==> config.mk <==
export PLATFORM = sky130hd
export DESIGN_NAME = bc3_texture_block_decoder_unit
export DESIGN_NICKNAME = d
export VERILOG_FILES = /design/src/design/bc3d_pkg.sv /design/src/design/bc3d_front.sv /design/src/design/bc3d_queue.sv /design/src/design/bc3d_back.sv /design/src/design/bc3_texture_block_decoder_unit.sv
export SDC_FILE = /design/constraint.sdc
export NUM_CORES = 2
export LEC_CHECK = 0
export BUFFER_PORTS_ARGS = -buffer_cell sky130_fd_sc_hd__buf_2
export CAP_MARGIN = 20
export CORE_MARGIN = 8
export CORE_UTILIZATION = 25
export DETAILED_ROUTE_END_ITERATION = 12
export PLACE_DENSITY = 0.38
export SLEW_MARGIN = 20
export SYNTH_ARGS = -nofsm -noshare
export SYNTH_HDL_FRONTEND = slang
export SYNTH_HIERARCHICAL = 1
export SYNTH_SLANG_ARGS = --single-unit
==> constraint.sdc <==
create_clock -name clk -period 19.1 [get_ports clk]
set_input_delay 5.73 -clock clk [delete_from_list [all_inputs] [get_ports clk]]
set_output_delay 5.73 -clock clk [all_outputs]
set_load 0.02 [all_outputs]
==> src/design/bc3d_pkg.sv <==
package bc3d_pkg;

	// Depth of the block queue between the front and back parts.
	localparam int QDEPTH = 2;
	localparam int QPTR_W = (QDEPTH > 1) ? $clog2(QDEPTH) : 1;
	localparam int QCNT_W = $clog2(QDEPTH + 1);

	// Reciprocals for truncating division by 7, 5 and 3 of sums below 2048.
	// Each is exact over the whole range that the palette sums can reach.
	localparam int RECIP_SHIFT = 16;
	localparam logic [15:0] RECIP7 = 16'd9363;
	localparam logic [15:0] RECIP5 = 16'd13108;
	localparam logic [15:0] RECIP3 = 16'd21846;

	typedef logic [7:0] chan_t;
	typedef logic [23:0] color_t;

	// One decoded block: both palettes plus the raw texel indices.
	typedef struct packed {
		logic [7:0][7:0] alpha;
		logic [3:0][23:0] color;
		logic [47:0] abits;
		logic [31:0] cbits;
	} entry_t;

	// Queue status seen by the producer and the consumer.
	typedef struct packed {
		logic full;
		logic empty;
	} qstat_t;

	// Undo the swap of each adjacent byte pair.
	function automatic logic [63:0] unswap_pairs(input logic [63:0] x);
		logic [63:0] y;
		y = '0;
		for (int m = 0; m < 4; m++) begin
			y[16*m +: 8] = x[16*m + 8 +: 8];
			y[16*m + 8 +: 8] = x[16*m +: 8];
		end
		return y;
	endfunction

	// Widen a 565 color to 8 bits per channel, R in the low byte.
	function automatic color_t widen565(input logic [15:0] v);
		logic [4:0] r;
		logic [5:0] g;
		logic [4:0] b;
		r = v[15:11];
		g = v[10:5];
		b = v[4:0];
		return {b, b[4:2], g, g[5:4], r, r[4:2]};
	endfunction

	// Truncating division by a small constant through its reciprocal.
	function automatic chan_t recip_mul(input logic [10:0] x, input logic [15:0] recip);
		logic [26:0] p;
		p = 27'(x) * 27'(recip);
		return p[RECIP_SHIFT +: 8];
	endfunction

endpackage

==> src/design/bc3d_front.sv <==
module bc3d_front (
	input logic clk,
	input logic arst_n,
	input logic in_valid,
	output logic in_stall,
	input logic [63:0] stored_low,
	input logic [63:0] stored_high,
	input bc3d_pkg::qstat_t qstat,
	output logic push,
	output bc3d_pkg::entry_t entry
);

	// Stage 1 registers: endpoints, palette sums and indices.
	logic s1_v_q;
	logic [7:0] a0_s1;
	logic [7:0] a1_s1;
	logic gt_s1;
	logic [5:0][10:0] asum_s1;
	bc3d_pkg::color_t col0_s1;
	bc3d_pkg::color_t col1_s1;
	logic [1:0][2:0][9:0] csum_s1;
	logic [47:0] abits_s1;
	logic [31:0] cbits_s1;

	// Stage 2 register: the finished block entry.
	logic s2_v_q;
	bc3d_pkg::entry_t entry_s2;

	logic [63:0] lo;
	logic [63:0] hi;
	logic [7:0] a0;
	logic [7:0] a1;
	logic gt;
	logic [5:0][10:0] asum;
	bc3d_pkg::color_t col0;
	bc3d_pkg::color_t col1;
	logic [1:0][2:0][9:0] csum;
	bc3d_pkg::entry_t entry_nx;
	logic accept;
	logic s2_adv;
	logic [15:0] arecip;

	// Flow control across the two stages.
	assign push = s2_v_q && !qstat.full;
	assign s2_adv = !s2_v_q || push;
	assign in_stall = s1_v_q && !s2_adv;
	assign accept = in_valid && !in_stall;
	assign entry = entry_s2;

	// Restore byte order, widen endpoints and form the weighted sums.
	always_comb begin
		lo = bc3d_pkg::unswap_pairs(stored_low);
		hi = bc3d_pkg::unswap_pairs(stored_high);
		a0 = lo[7:0];
		a1 = lo[15:8];
		gt = a0 > a1;
		for (int k = 0; k < 6; k++) begin
			if (gt) begin
				asum[k] = 11'(11'(a0) * 11'(6 - k)) + 11'(11'(a1) * 11'(k + 1));
			end else if (k < 4) begin
				asum[k] = 11'(11'(a0) * 11'(4 - k)) + 11'(11'(a1) * 11'(k + 1));
			end else begin
				asum[k] = '0;
			end
		end
		col0 = bc3d_pkg::widen565(hi[15:0]);
		col1 = bc3d_pkg::widen565(hi[31:16]);
		for (int ch = 0; ch < 3; ch++) begin
			csum[0][ch] = 10'({col0[8*ch +: 8], 1'b0}) + 10'(col1[8*ch +: 8]);
			csum[1][ch] = 10'(col0[8*ch +: 8]) + 10'({col1[8*ch +: 8], 1'b0});
		end
	end

	// Divide the sums and assemble both palettes.
	always_comb begin
		arecip = gt_s1 ? bc3d_pkg::RECIP7 : bc3d_pkg::RECIP5;
		entry_nx.alpha[0] = a0_s1;
		entry_nx.alpha[1] = a1_s1;
		for (int k = 0; k < 6; k++) begin
			if (gt_s1 || k < 4) begin
				entry_nx.alpha[k + 2] = bc3d_pkg::recip_mul(asum_s1[k], arecip);
			end else if (k == 4) begin
				entry_nx.alpha[k + 2] = 8'd0;
			end else begin
				entry_nx.alpha[k + 2] = 8'd255;
			end
		end
		entry_nx.color[0] = col0_s1;
		entry_nx.color[1] = col1_s1;
		for (int ch = 0; ch < 3; ch++) begin
			entry_nx.color[2][8*ch +: 8] =
				bc3d_pkg::recip_mul(11'(csum_s1[0][ch]), bc3d_pkg::RECIP3);
			entry_nx.color[3][8*ch +: 8] =
				bc3d_pkg::recip_mul(11'(csum_s1[1][ch]), bc3d_pkg::RECIP3);
		end
		entry_nx.abits = abits_s1;
		entry_nx.cbits = cbits_s1;
	end

	// Stage valid flags.
	always_ff @(posedge clk or negedge arst_n) begin
		if (!arst_n) begin
			s1_v_q <= 1'b0;
			s2_v_q <= 1'b0;
		end else begin
			if (accept) begin
				s1_v_q <= 1'b1;
			end else if (s2_adv) begin
				s1_v_q <= 1'b0;
			end
			if (s2_adv) begin
				s2_v_q <= s1_v_q;
			end
		end
	end

	// Stage payloads.
	always_ff @(posedge clk) begin
		if (accept) begin
			a0_s1 <= a0;
			a1_s1 <= a1;
			gt_s1 <= gt;
			asum_s1 <= asum;
			col0_s1 <= col0;
			col1_s1 <= col1;
			csum_s1 <= csum;
			abits_s1 <= lo[63:16];
			cbits_s1 <= hi[63:32];
		end
		if (s1_v_q && s2_adv) begin
			entry_s2 <= entry_nx;
		end
	end

endmodule

==> src/design/bc3d_queue.sv <==
module bc3d_queue (
	input logic clk,
	input logic arst_n,
	input logic push,
	input bc3d_pkg::entry_t wr_entry,
	input logic pop,
	output bc3d_pkg::entry_t rd_entry,
	output bc3d_pkg::qstat_t qstat
);

	bc3d_pkg::entry_t mem_q [bc3d_pkg::QDEPTH];
	logic [bc3d_pkg::QPTR_W-1:0] wr_ptr_q;
	logic [bc3d_pkg::QPTR_W-1:0] rd_ptr_q;
	logic [bc3d_pkg::QCNT_W-1:0] count_q;

	assign qstat.full = count_q == bc3d_pkg::QCNT_W'(bc3d_pkg::QDEPTH);
	assign qstat.empty = count_q == '0;
	assign rd_entry = mem_q[rd_ptr_q];

	// Pointers and fill count.
	always_ff @(posedge clk or negedge arst_n) begin
		if (!arst_n) begin
			wr_ptr_q <= '0;
			rd_ptr_q <= '0;
			count_q <= '0;
		end else begin
			if (push) begin
				wr_ptr_q <= (wr_ptr_q == bc3d_pkg::QPTR_W'(bc3d_pkg::QDEPTH - 1)) ?
					'0 : wr_ptr_q + 1'b1;
			end
			if (pop) begin
				rd_ptr_q <= (rd_ptr_q == bc3d_pkg::QPTR_W'(bc3d_pkg::QDEPTH - 1)) ?
					'0 : rd_ptr_q + 1'b1;
			end
			if (push && !pop) begin
				count_q <= count_q + 1'b1;
			end else if (pop && !push) begin
				count_q <= count_q - 1'b1;
			end
		end
	end

	// Entry storage.
	always_ff @(posedge clk) begin
		if (push) begin
			mem_q[wr_ptr_q] <= wr_entry;
		end
	end

endmodule

==> src/design/bc3d_back.sv <==
module bc3d_back (
	input logic clk,
	input logic arst_n,
	input bc3d_pkg::entry_t head,
	input bc3d_pkg::qstat_t qstat,
	output logic pop,
	output logic out_valid,
	input logic out_stall,
	output logic [1:0] row_index,
	output logic [63:0] left_pixels,
	output logic [63:0] right_pixels,
	output logic last_row
);

	logic [1:0] row_q;
	logic out_v_q;
	logic [1:0] row_idx_q;
	logic [63:0] left_q;
	logic [63:0] right_q;
	logic last_q;

	logic load;
	logic [11:0] arow;
	logic [7:0] crow;
	logic [3:0][31:0] texel;
	logic [2:0] ai;
	logic [1:0] ci;

	// A row is formed whenever a block waits and the output register is free.
	assign load = !qstat.empty && (!out_v_q || !out_stall);
	assign pop = load && (row_q == 2'd3);

	assign out_valid = out_v_q;
	assign row_index = row_idx_q;
	assign left_pixels = left_q;
	assign right_pixels = right_q;
	assign last_row = last_q;

	// Look up the four texels of the current row in the palettes.
	always_comb begin
		case (row_q)
			2'd0: arow = head.abits[11:0];
			2'd1: arow = head.abits[23:12];
			2'd2: arow = head.abits[35:24];
			default: arow = head.abits[47:36];
		endcase
		crow = head.cbits[{row_q, 3'b000} +: 8];
		for (int px = 0; px < 4; px++) begin
			ai = arow[3*px +: 3];
			ci = crow[2*px +: 2];
			texel[px] = {head.alpha[ai], head.color[ci]};
		end
	end

	// Row counter and output valid.
	always_ff @(posedge clk or negedge arst_n) begin
		if (!arst_n) begin
			row_q <= '0;
			out_v_q <= 1'b0;
		end else begin
			if (load) begin
				row_q <= row_q + 1'b1;
				out_v_q <= 1'b1;
			end else if (!out_stall) begin
				out_v_q <= 1'b0;
			end
		end
	end

	// Output payload register.
	always_ff @(posedge clk) begin
		if (load) begin
			row_idx_q <= row_q;
			left_q <= {texel[1], texel[0]};
			right_q <= {texel[3], texel[2]};
			last_q <= row_q == 2'd3;
		end
	end

endmodule

==> src/design/bc3_texture_block_decoder_unit.sv <==
// Channel  Direction  Handshake            Payload
// in       input      in_valid/in_stall    stored_low, stored_high
// out      output     out_valid/out_stall  row_index, left_pixels, right_pixels, last_row
//
// Each block gives four row transfers, one per cycle when out is not stalled.
// A block passes through both front stages and is then written into the queue;
// its first row is registered in the output register. The front takes blocks
// back to back until the two-entry queue and both front stages hold blocks.
// Reset is asynchronous and empties every stage.
module bc3_texture_block_decoder_unit (
	input logic clk,
	input logic arst_n,
	input logic in_valid,
	output logic in_stall,
	input logic [63:0] stored_low,
	input logic [63:0] stored_high,
	output logic out_valid,
	input logic out_stall,
	output logic [1:0] row_index,
	output logic [63:0] left_pixels,
	output logic [63:0] right_pixels,
	output logic last_row
);

	logic push;
	logic pop;
	bc3d_pkg::entry_t wr_entry;
	bc3d_pkg::entry_t head;
	bc3d_pkg::qstat_t qstat;

	// Front: byte restore and palette build.
	bc3d_front u_front (
		.clk(clk),
		.arst_n(arst_n),
		.in_valid(in_valid),
		.in_stall(in_stall),
		.stored_low(stored_low),
		.stored_high(stored_high),
		.qstat(qstat),
		.push(push),
		.entry(wr_entry)
	);

	// Queue of decoded blocks.
	bc3d_queue u_queue (
		.clk(clk),
		.arst_n(arst_n),
		.push(push),
		.wr_entry(wr_entry),
		.pop(pop),
		.rd_entry(head),
		.qstat(qstat)
	);

	// Back: per-row texel lookup and output register.
	bc3d_back u_back (
		.clk(clk),
		.arst_n(arst_n),
		.head(head),
		.qstat(qstat),
		.pop(pop),
		.out_valid(out_valid),
		.out_stall(out_stall),
		.row_index(row_index),
		.left_pixels(left_pixels),
		.right_pixels(right_pixels),
		.last_row(last_row)
	);

endmodule

# [Yosys cells after proc, flatten, opt, wreduce, memory -nomap -nowiden]
# Memories as Yosys holds them, arrays and structs flattened.
# Cells that the tools add are included.
[classes] addsub=21 mul=18 magnitude_cmp=9 eq_ne=5 shifts=1 muxes=32 n_reduce_logical=23
[op_table] op="$bmux 24 s2" n=4
[op_table] op="$mul 11x16->24" n=6
[op_table] op="$mul 10x14->23 const B" n=6
[op_table] op="$bmux 8 s3" n=4
[op_table] op="$mux 24" n=4
[op_table] op="$mux 11" n=4
[op_table] op="$mul 8x2->10 const B" n=4
[op_table] op="$pmux 12 s3" n=1
[op_table] op="$mux 8" n=4
[op_table] op="$shiftx 32x6->8" n=1
[op_table] op="$add 8x9->10" n=3
[op_table] op="$add 9x8->10" n=3
[op_table] op="$add 10x10->11" n=2
[op_table] op="$mul 8x3->11 const B" n=2
[op_table] op="$lt 3x4->1 const B" n=4
[op_table] op="$mux 13" n=1
[op_table] op="$lt 2x3->1 const B" n=4
[op_table] op="$add 10x8->11" n=1
[op_table] op="$add 10x9->11" n=1
[op_table] op="$add 11x8->11" n=1
[op_table] op="$add 11x9->11" n=1
[op_table] op="$add 8x10->11" n=1
[op_table] op="$add 8x11->11" n=1
[op_table] op="$add 9x10->11" n=1
[op_table] op="other kinds (15)" n=45
[word_totals] register_bits=651 mem_bits_rw=480 input_bits=132 out_inout_bits=133 word_cells=154 memories=1
[memory_table] memory="u_queue.mem_q" depth=2 word_bits=240 rd=1 rd_clocked_by_memory_dff=0 write_ports=1 line_no="bc3d_queue.sv:11" rtl="bc3d_pkg::entry_t mem_q [bc3d_pkg::QDEPTH];"

# [Longest topological paths before layout]
[logic_depth] word_depth=9 mapped_depth=23 mapped_depth_nobuf=21

# [By module]
# The synthesis kept the hierarchy.
[modules_own_cells] module="bc3d_front" n_inst=1 cells_each=4623 area_each_um2=51303.0 seq_area_each_um2=14133.6
[modules_own_cells] module="bc3d_queue" n_inst=1 cells_each=763 area_each_um2=18292.5 seq_area_each_um2=14513.9
[modules_own_cells] module="bc3d_back" n_inst=1 cells_each=866 area_each_um2=10961.8 seq_area_each_um2=4008.8

# [Least setup slack after synthesis]
# Ideal clock, no wire load.
[synth_path] kind="register to register" start="reg u_queue/count_q[1] in the netlist's numbering" end="reg u_front.entry_s2 (netlist bit u_front/entry[0]), enable pin" setup_time_ns=1.152 arrival_time_ns=16.682 t_required_ns=17.948 path_slack_ns=1.266 stages_incl_launch_ff=3 path_buffers=0 synth_period_minus_slack_ns=17.834 cell_sequence="dfrtp_1 -> nor2b_1 -> a21boi_0"
[synth_lines] item="start, declared" line_no="bc3d_queue.sv:14" rtl="logic [bc3d_pkg::QCNT_W-1:0] count_q;"
[synth_lines] item="start signal, assigned" line_no="bc3d_queue.sv:36" rtl="count_q <= count_q + 1'b1;"
[synth_lines] item="start signal, assigned" line_no="bc3d_queue.sv:38" rtl="count_q <= count_q - 1'b1;"
[synth_lines] item="end signal, assigned" line_no="bc3d_front.sv:131" rtl="entry_s2 <= entry_nx;"
[synth_lines] item="end, declared" line_no="bc3d_front.sv:27" rtl="bc3d_pkg::entry_t entry_s2;"

==> results.cfg <==
[die]
die_h_um = 584
num_rows = 208
core_um2 = 321000
die_x_um = 584
dieArea_um2 = 341000
io_pins = 265
initial_utilization = 0.251

[placed_design]
gp_congestion = 0.836
dp_cells = 10800
numPortBuffers = 264
dp_hpwl_um = 166000

[routing]
drtPass1Iterations = 6
via_per_inst = 4.33
wl_per_cell_um = 19.9
ant_nets = 0
dr.first_iter.drc_count = 2943
dr_total_vias = 47800
wl_um = 220000
drc_errors = 0

[cts]
insertion_delay_ns = 0.79
cts-buffers-inserted = 139
postCtsSetupBuffers = 0
htreeDepth = 4
cts.repair.resized = 0
cts.clk_slew.worst_paths_ns = 0.06
clkSinkCount = 1089
cts_tree = built
postCtsHoldBufs = 0
clockBufferDepth = 4
cts_root_buf = clkbuf_16

[worst_setup_path]
worstPathArrival_ns = 10.09
startpoint_type = input pin
crit_path_cell_trace = buf_2 > inv_1 > ha_1 > nor2b_1 > o21a_1 > o21a_1 > o21a_1 > o21a_1 > o31ai_4 > inv_2 > nand2_1 > o21ai_0 > ha_1 > fa_1 > a21oi_1 > nor2_1 > nor2_1 > o21bai_1 > a21oi_1 > nor2b_1 > o21ai_0 > nand2b_1
critPathRequiredTime_ns = 19.59
end_kind = flop
worstRegToRegCells = 18
crit_type = in2reg
slowest_delay_ns = 0.43
crit_path_frequent_cell = o21a_1
critPathSlowestCell = fa_1
cp_max_fo = 42

[global_routing]
grt_usage = 0.127
grt_max_degree = 120
antenna_found_initial = 15
grt_pass1_vias = 51500
grt_pass1_wl_um = 333000
overflow = 0

[sta]
tns_ns = 0
min_period_ns = 9.60
holdWs_ns = 0.395
fmax_ghz = 0.104
relSlewSlack = 0.231
finalSetupViolations = 0
finalMaxSlewViolations = 0
fin_skew_ns = 0.0638
hold_viol_final = 0
rsz0062_at_grt = no
worstMarginPinSlew_ns = 1.15
finalCritPeriodShare = 0.503

[finish]
fillCellCount = 32900
nNetsFinal = 8332
syn2layout_area_growth_pct = 13.4
instances_no_fill = 11000
drive_above_1_share = 0.132

[logic_synthesis]
synth_edf_count = 1080
ys.flop_type = edfxtp_1
syn_area_per_cell_um2 = 12.9
yosysTopAreaCellShare = 0.403
synthTopCellsByCount = inv_1, edfxtp_1, ha_1
synth_warnings = 6
synth_top_cell_by_area = edfxtp_1
synthArstFlopShare = 0.00826
ys_types = 76
syn_area_um2 = 80600
yosysMostFrequentCell = inv_1
yosysSeqAreaShare = 0.405
ys_top_cells_by_area = edfxtp_1, fa_1, ha_1, inv_1, mux2_4
syn_inst = 6252
ys_ff_latch = 1089

[status]
outcome = finished, final reports clean

[hold_path]
hold-path-cell-count = 0
hold_class = reg2reg

[flow_run]
cap_violations = 0
[cell usage in the layout (no fill, tap or decap), drive strengths merged, types with 12 or more instances in the layout]
cell	Yosys	layout
a211oi	14	14
a21o	89	89
a21oi	179	179
a222oi	12	12
a31oi	17	17
and2	48	48
and3	17	17
buf	99	328
clkbuf	95	170
clkinv	1	53
conb	2	92
edfxtp	1080	1080
fa	614	614
ha	969	969
inv	1258	1266
mux2	242	242
mux2i	34	34
mux4	104	104
nand2	187	187
nand2b	47	47
nand3	29	29
nor2	153	153
nor2b	46	46
nor3	27	27
o2111ai	37	37
o21a	22	22
o21ai	183	183
o21bai	37	37
o311a	97	97
o32ai	96	96
or2	24	24
xnor2	170	170
xor2	71	71
[logic make-up (layout without fill, tap and decap cells)]
| group | Yosys count | after routing | share of synthesized area |
|---|---|---|---|
| AOI/OAI and AO/OA | 866 | 866 | 0.0762 |
| other | 2 | 98 | 0.0000932 |
| and+or+nand+nor | 638 | 638 | 0.0390 |
| muxes | 380 | 380 | 0.0767 |
| DFF | 1089 | 1089 | 0.405 |
| buffers and inverters | 1453 | 1828 | 0.0733 |
| adders and majority gates | 1583 | 1583 | 0.303 |
| xor gates and xnor gates | 241 | 241 | 0.0262 |
[cell type report]
| type | count | area, µm² | share of cell area |
|---|---|---|---|
| Multi-Input combinational cell | 3800 | 42400 | 0.464 |
| Sequential cell | 1089 | 32700 | 0.358 |
| Tap cell | 4305 | 5390 | 0.0590 |
| Inverter | 1259 | 4730 | 0.0517 |
| Clock buffer | 170 | 3650 | 0.0399 |
| Timing Repair Buffer | 328 | 1830 | 0.0200 |
| Clock inverter | 71 | 672 | 0.00736 |
| Antenna cell | 6 | 15.0 | 0.000164 |
[stage by stage]
step | area (µm²) | setup slack, ns | util
final | 91300 | 9.50 | 0.285
after global routing | 91300 | 9.15 | 0.285
after CTS | 91300 | 9.51 | 0.285
after detailed placement | 87000 | 8.69 | 0.271
after global placement | 87000 | 8.49 | 0.271
after floorplan | 80900 | 1.27 | -
[registers in the layout, indices dropped and copies added (netlist names), 2 cells and up]
name	count
u_queue/count_q	2
u_front/csum_s1	54
u_front/a0_s1	8
u_front/a1_s1	8
u_front/abits_s1	48
u_front/col0_s1	16
u_front/cbits_s1	32
u_front/asum_s1	62
u_back/right_pixels	64
u_queue/mem_q	480
u_back/row_index	2
u_back/row_q	2
u_back/left_pixels	64
u_front/col1_s1	16
u_front/entry	224
[worst max-delay path, delay by kind of cell]
family / cells / cell delay (ns)
compound gates: 10 / 1.77
fa+ha+maj: 3 / 1.01
buf+inv: 3 / 0.89
simple gates: 6 / 0.69
[final timing paths]
kind / endpoint / slack (ns) / startpoint
worst max-delay path: u_front/asum_s1[43]$_DFFE_PP_ / 9.50 / stored_low[1]
worst min-delay path: u_front/entry[58]$_DFFE_PP_ / 0.39 / u_front/abits_s1[26]$_DFFE_PP_
worst max register to register: u_front/entry[205]$_DFFE_PP_ / 11.88 / u_front/gt_s1$_DFFE_PP_
worst min register to register: u_front/entry[58]$_DFFE_PP_ / 0.39 / u_front/abits_s1[26]$_DFFE_PP_
max in group asynchronous: u_queue/rd_ptr_q$_DFFE_PN0P_ / 14.08 / arst_n
min in group asynchronous: u_back/row_q[0]$_DFFE_PN0P_ / 4.80 / arst_n
[layer usage]
layer	GRT usage	routed length, µm	vias to the layer above	part of all wire
li1	-	-	22500	-
met1	0.181	107000	24000	0.49
met2	0.207	99400	958	0.45
met3	0.0179	8860	264	0.040
met4	0.0249	4010	8	0.018
met5	0	48	-	0.00022
Power is left out: the tool's default activity adds up to more than one toggle a clock period on the data nets, which glitch-free logic cannot reach.
